--- src/rtl/pflr_pkg.sv ---
// ----------------------------------------------------------------------------
// pflr_pkg
// Shared types and constants for the page-mode LCD frame store refresher.
// ----------------------------------------------------------------------------
package pflr_pkg;

    // default geometry
    localparam int DEF_COLUMNS      = 122;
    localparam int DEF_PAGES        = 4;
    localparam int DEF_HALF_COLUMNS = 61;

    // panel command bytes
    localparam logic [7:0] PAGE_CMD_BASE = 8'hB8;
    localparam logic [7:0] COL_ZERO_CMD  = 8'h00;

    // item function codes
    typedef enum logic [1:0] {
        FUNC_DRAW    = 2'd0,
        FUNC_REFRESH = 2'd1,
        FUNC_CLEAR   = 2'd2,
        FUNC_TICK    = 2'd3
    } t_func;

    // input item
    typedef struct packed {
        t_func       func;
        logic [7:0]  x;
        logic [7:0]  y;
        logic        pixel_on;
        logic [7:0]  fill_byte;
    } t_in_item;

    // result item
    typedef struct packed {
        logic        right_chip;
        logic        is_data;
        logic [7:0]  bus_byte;
        logic        last;
    } t_out_item;

endpackage

--- src/rtl/pflr_store.sv ---
// ----------------------------------------------------------------------------
// pflr_store
// Frame store memory, one row per column, with a valid bit per row so that
// rows never written read as zero straight after reset.
// ----------------------------------------------------------------------------
module pflr_store
    import pflr_pkg::*;
#(
    parameter int DEPTH = DEF_COLUMNS,
    parameter int WIDTH = DEF_PAGES * 8
) (
    input  logic                     i_clk,
    input  logic                     i_rst_n,
    input  logic                     i_rd_en,
    input  logic [$clog2(DEPTH)-1:0] i_rd_addr,
    output logic [WIDTH-1:0]         o_rd_data,
    input  logic                     i_wr_en,
    input  logic [$clog2(DEPTH)-1:0] i_wr_addr,
    input  logic [WIDTH-1:0]         i_wr_data
);

    logic [WIDTH-1:0] r_mem [DEPTH];
    logic [DEPTH-1:0] r_row_vld;
    logic [WIDTH-1:0] r_rd_data;
    logic             r_rd_vld;

    // memory array, registered read
    always_ff @(posedge i_clk) begin
        if (i_wr_en) begin
            r_mem[i_wr_addr] <= i_wr_data;
        end
        if (i_rd_en) begin
            r_rd_data <= r_mem[i_rd_addr];
        end
    end

    // row valid bits, cleared by reset
    always_ff @(posedge i_clk) begin
        if (!i_rst_n) begin
            r_row_vld <= '0;
            r_rd_vld  <= 1'b0;
        end else begin
            if (i_wr_en) begin
                r_row_vld[i_wr_addr] <= 1'b1;
            end
            if (i_rd_en) begin
                r_rd_vld <= r_row_vld[i_rd_addr];
            end
        end
    end

    // unwritten rows read as zero
    assign o_rd_data = r_rd_vld ? r_rd_data : '0;

endmodule

--- config.mk ---
export PLATFORM = sky130hd
export DESIGN_NAME = pflr_store
export DESIGN_NICKNAME = d
export VERILOG_FILES = /design/src/rtl/pflr_pkg.sv /design/src/rtl/pflr_store.sv
export SDC_FILE = /design/constraint.sdc
export NUM_CORES = 2
export LEC_CHECK = 0
export ABC_CLOCK_PERIOD_IN_PS = 10900
export BUFFER_PORTS_ARGS = -buffer_cell sky130_fd_sc_hd__buf_4
export CORE_UTILIZATION = 37
export CTS_CLUSTER_SIZE = 28
export DETAILED_ROUTE_END_ITERATION = 16
export PLACE_DENSITY = 0.59
export SETUP_SLACK_MARGIN = 0.4
export SYNTH_ARGS = -nofsm -noshare
export SYNTH_HDL_FRONTEND = slang
export SYNTH_SLANG_ARGS = --single-unit
--- constraint.sdc ---
create_clock -name i_clk -period 10.9 [get_ports i_clk]
set_clock_uncertainty 0.05 [all_clocks]
set_input_delay 2.725 -clock i_clk [delete_from_list [all_inputs] [get_ports i_clk]]
set_output_delay 2.725 -clock i_clk [all_outputs]
set_load 0.1 [all_outputs]
After elaboration in Yosys (flattened, before gate mapping)
Memories as Yosys holds them, arrays and structs flattened. A register that Yosys moved wholly into a read port is not among the register bits.
Cells that the tools add are included.
- output and inout bits: 32
- memory bits (read-only): 0
- bits of input ports: 50
- memories kept: 1
- latch bits: 0
- memory bits (writable): 3904
- word-level logic and storage cells: 15
- bits in registers: 123
- memory list (name ; words ; width ; read ports ; clocked after memory_dff ; write ports ; line ; source):
    r_mem ; 122 ; 32 ; 1 ; 1 ; 1 ; pflr_store.sv:22 ; logic [WIDTH-1:0] r_mem [DEPTH];
- divide/modulo/power cells: 0
- $lt $le $gt $ge: 3
- add/sub/neg operators: 0
- shift operators: 0
- reduce and logical (&&, ||, !) cells: 1
- multiplexer cells: 7
- multiply operators: 0
- bitwise gates (word level): 1
- equal/unequal tests: 0
- operators by type and width (kind ; number):
    $or 122x122->122 ; 1
    $mux 32 ; 1
    $lt 7x8->1 const B ; 2
    $bmux 1 s7 ; 1
    $demux 1 s7 ; 1
    $ge 7x1->1 const B ; 1
    $mux 1 ; 4
    $logic_and 1x1->1 ; 1

Depth between registers and ports, before layout
- depth after elaboration: 5
- mapped depth: 12
- mapped depth without buffers: 6

Least setup slack after synthesis
No wires, ideal clock.
- path kind: in2reg
- from: in i_wr_addr[6]
- to: mem r_mem[88][0] in the netlist's numbering, enable pin
- arrival time: 5.481 ns
- data required time: 10.387 ns
- setup slack: 4.905 ns
- setup time: 0.463 ns
- path buffers: 0
- stages on the path: 3
- cell sequence: nor2b_1 nand4_1 nor3_1
- RTL lines (item ; line ; source):
    from (decl) ; pflr_store.sv:18 ; input logic [$clog2(DEPTH)-1:0] i_wr_addr,
    to (decl) ; pflr_store.sv:22 ;
Straight into the memory's write port.

==> results.toml <==
[synth]
yosysSeqAreaShare_pct = 77.7
ys_async_sr_fraction_pct = 0
synth_commonest_cells = "edfxtp_1, mux4_2, nand2_1"
synth_area_per_cell_um2 = 22.7
yosysMostFrequentCell = "edfxtp_1"
synth_edf_count = 3936
ys_top_cells_by_area = "edfxtp_1, mux4_2, dfxtp_1"
synth-seq-cells = 4059
synthCells = 6845
synth.distinct_cells = 58
yosysTopAreaCell = "edfxtp_1"
synth_flop_cell = "edfxtp_1"
synth.yosys.warnings = 0
synth_top_area_share_pct = 76.2
syn-num-nets = 6895
synth_area_mm2 = 0.155

[detailed_routing]
drc = 0
post_drt_wl_per_cell_um = 35.6
ant_nets = 0
viasPerCell = 5.93
first_iter_violations = 11500
dr.pass1.iters = 7
drt-total-wl_mm = 466
vias = 77600

[min_path]
worstHoldPathCells = 1
hp-class = "flip-flop to flip-flop"

[global_routing]
grt_use_met1_pct = 30.1
gr-total-overflow = 0
grtUsageTotal_pct = 21.7
grt_pass1_wl_mm = 638
grt-busiest-layer = "met2"
antenna_found_initial = 63
grt_max_degree = 110
grt_pass1_vias = 77100
met2_usage_pct = 33.9
met3_usage_pct = 4.63

[critical_path]
path_depth = 7
ff2ff_path_depth = 4
cp.required_ns = 11.49
crit_path_start_kind = "input port"
worst-path-buf-inv = 3
cp_top_family = "buffers and inverters"
cpMaxStageDelayCell = "a22oi_1"
worstPathCellList = "buf_8 -> buf_12 -> buf_12 -> mux4_2 -> mux4_2 -> a22oi_1 -> o211ai_1"
end_kind = "flip-flop"
critPathMaxStageDelay_ns = 0.74
crit_type = "input port to flip-flop"
cp_max_fo = 109
crit_arrival_ns = 6.73

[cts]
cts.repair.resized = 0
htree_levels = 5
cts.sinks = 4059
cts_hold_buf = 0
clkSlewWorstSetupHoldPaths_ns = 0.06
cts_tree = "yes"
clock_path_buffers = 4
root_buffer = "clkbuf_16"
cts_made_buffers = 414
cts_setup_buffers = 0
clk_latency_ns = 1.00

[power_and_ir_drop]
switchingPower_mw = 7.20
intPower_mw = 25.5
seqPwrFrac_pct = 52.7
p_clk_share_pct = 42.1
vdd_drop_max_uv = 135
p_comb_share_pct = 5.2
switching_share_pct = 22.0
total_power_mw = 32.7
power.density_mw_per_mm2 = 185
p_leak_nw = 54.6

[timing]
worst_slew_pin_slew_ns = 1.37
fin_crit_ns = 6.14
tns_ns = 0
period_share_pct = 56.3
setup_violations = 0
finalWorstSetupSlack_ns = 4.76
hold_viol = 0
rsz0062_at_grt = "false"
fmax_mhz = 163
drv_slew = 0
max_slew_margin_pct = 8.87

[final_layout]
syn2layout_area_growth_pct = 14.1
layout-drive-gt1-share_pct = 28.9
nets = 7283
fin_util_pct = 42.4

[floorplanning]
core-area_mm2 = 0.417
die_h_um = 650
die_area_mm2 = 0.422
num_rows = 237
top_level_ports = 82
initial_core_util_pct = 37.2
die_w_um = 650

[run]
drv_cap = 0

[outcome]
status = "finished clean"

[place]
gp_congestion = 0.847
portBuffers = 81
dp_worst_setup_slack_ns = 3.72
hpwl_mm = 257
==> routing by layer <==
layer / wire, um / part of all wire, %
met5: 200 / 0.043
met1: 182000 / 39
met4: 18900 / 4.1
met3: 48500 / 10
met2: 216000 / 46
==> state kept, by name (all words and copies together), names as in the netlist <==
signal	flops
r_rd_vld	1
r_mem	3904
r_rd_data	32
r_row_vld	122
==> per-stage QoR <==
step,std cells,hold slack (ns),cell area (um2)
after global placement,12300,0.391,164000
final,13100,0.409,177000
after CTS,13100,0.413,177000
after detailed placement,12300,0.400,164000
after floorplan,6845,0.385,155000
after global routing,13100,0.419,177000
==> final cells by class <==
cell class	instances	area, um2
clock inverters	210	1890
repair buffers	345	2820
diodes	11	27.5
clock buffers	551	11200
well taps	5497	6880
inverters	7	46.3
multi-input cells	2406	33500
flip-flops and latches	4059	121000
fillers	35300	240000
==> cells by family after synthesis <==
logic type | after synthesis | share of synthesized area [%]
multiplexers | 1272 | 16.9
AND/OR/NAND/NOR | 641 | 1.83
flip-flops | 4059 | 77.7
buffers and inverters | 380 | 1.29
AO/OA/AOI/OAI | 493 | 2.24
==> power by group through the flow <==
stage / sequential [mW] / combinational [mW] / clock [mW]
floorplan: 17.5 / 0.890 / 0
global placement: 17.6 / 1.67 / 0
detailed placement: 17.6 / 1.70 / 0
CTS: 17.2 / 1.70 / 14.0
global route: 17.2 / 1.76 / 14.5
finish: 17.2 / 1.69 / 13.8
==> final timing paths <==
kind | startpoint | endpoint | slack [ns]
worst max-delay path | i_rd_addr[1] | r_rd_data[12]$_DFFE_PP_ | 4.76
worst min-delay path | r_row_vld[62]$_SDFFE_PN0P_ | r_row_vld[62]$_SDFFE_PN0P_ | 0.41
worst max register to register | r_mem[91][2]$_DFFE_PP_ | r_rd_data[2]$_DFFE_PP_ | 7.93
worst min register to register | r_row_vld[62]$_SDFFE_PN0P_ | r_row_vld[62]$_SDFFE_PN0P_ | 0.41
==> layout by cell type (no fill, tap or decap), drive strengths merged, types with 24 or more instances in the layout <==
cell type,n
mux2,53
buf,345
edfxtp,3936
a211oi,30
a31oi,35
clkinv,165
dfxtp,123
o21ai,42
nand2,255
a22oi,48
clkbuf,551
a21oi,69
and3,24
nand3,46
o21a,123
and2,38
mux2i,147
o22ai,38
mux4,1072
nor2b,27
nor2,183
Power figures use the tool's default switching activity.
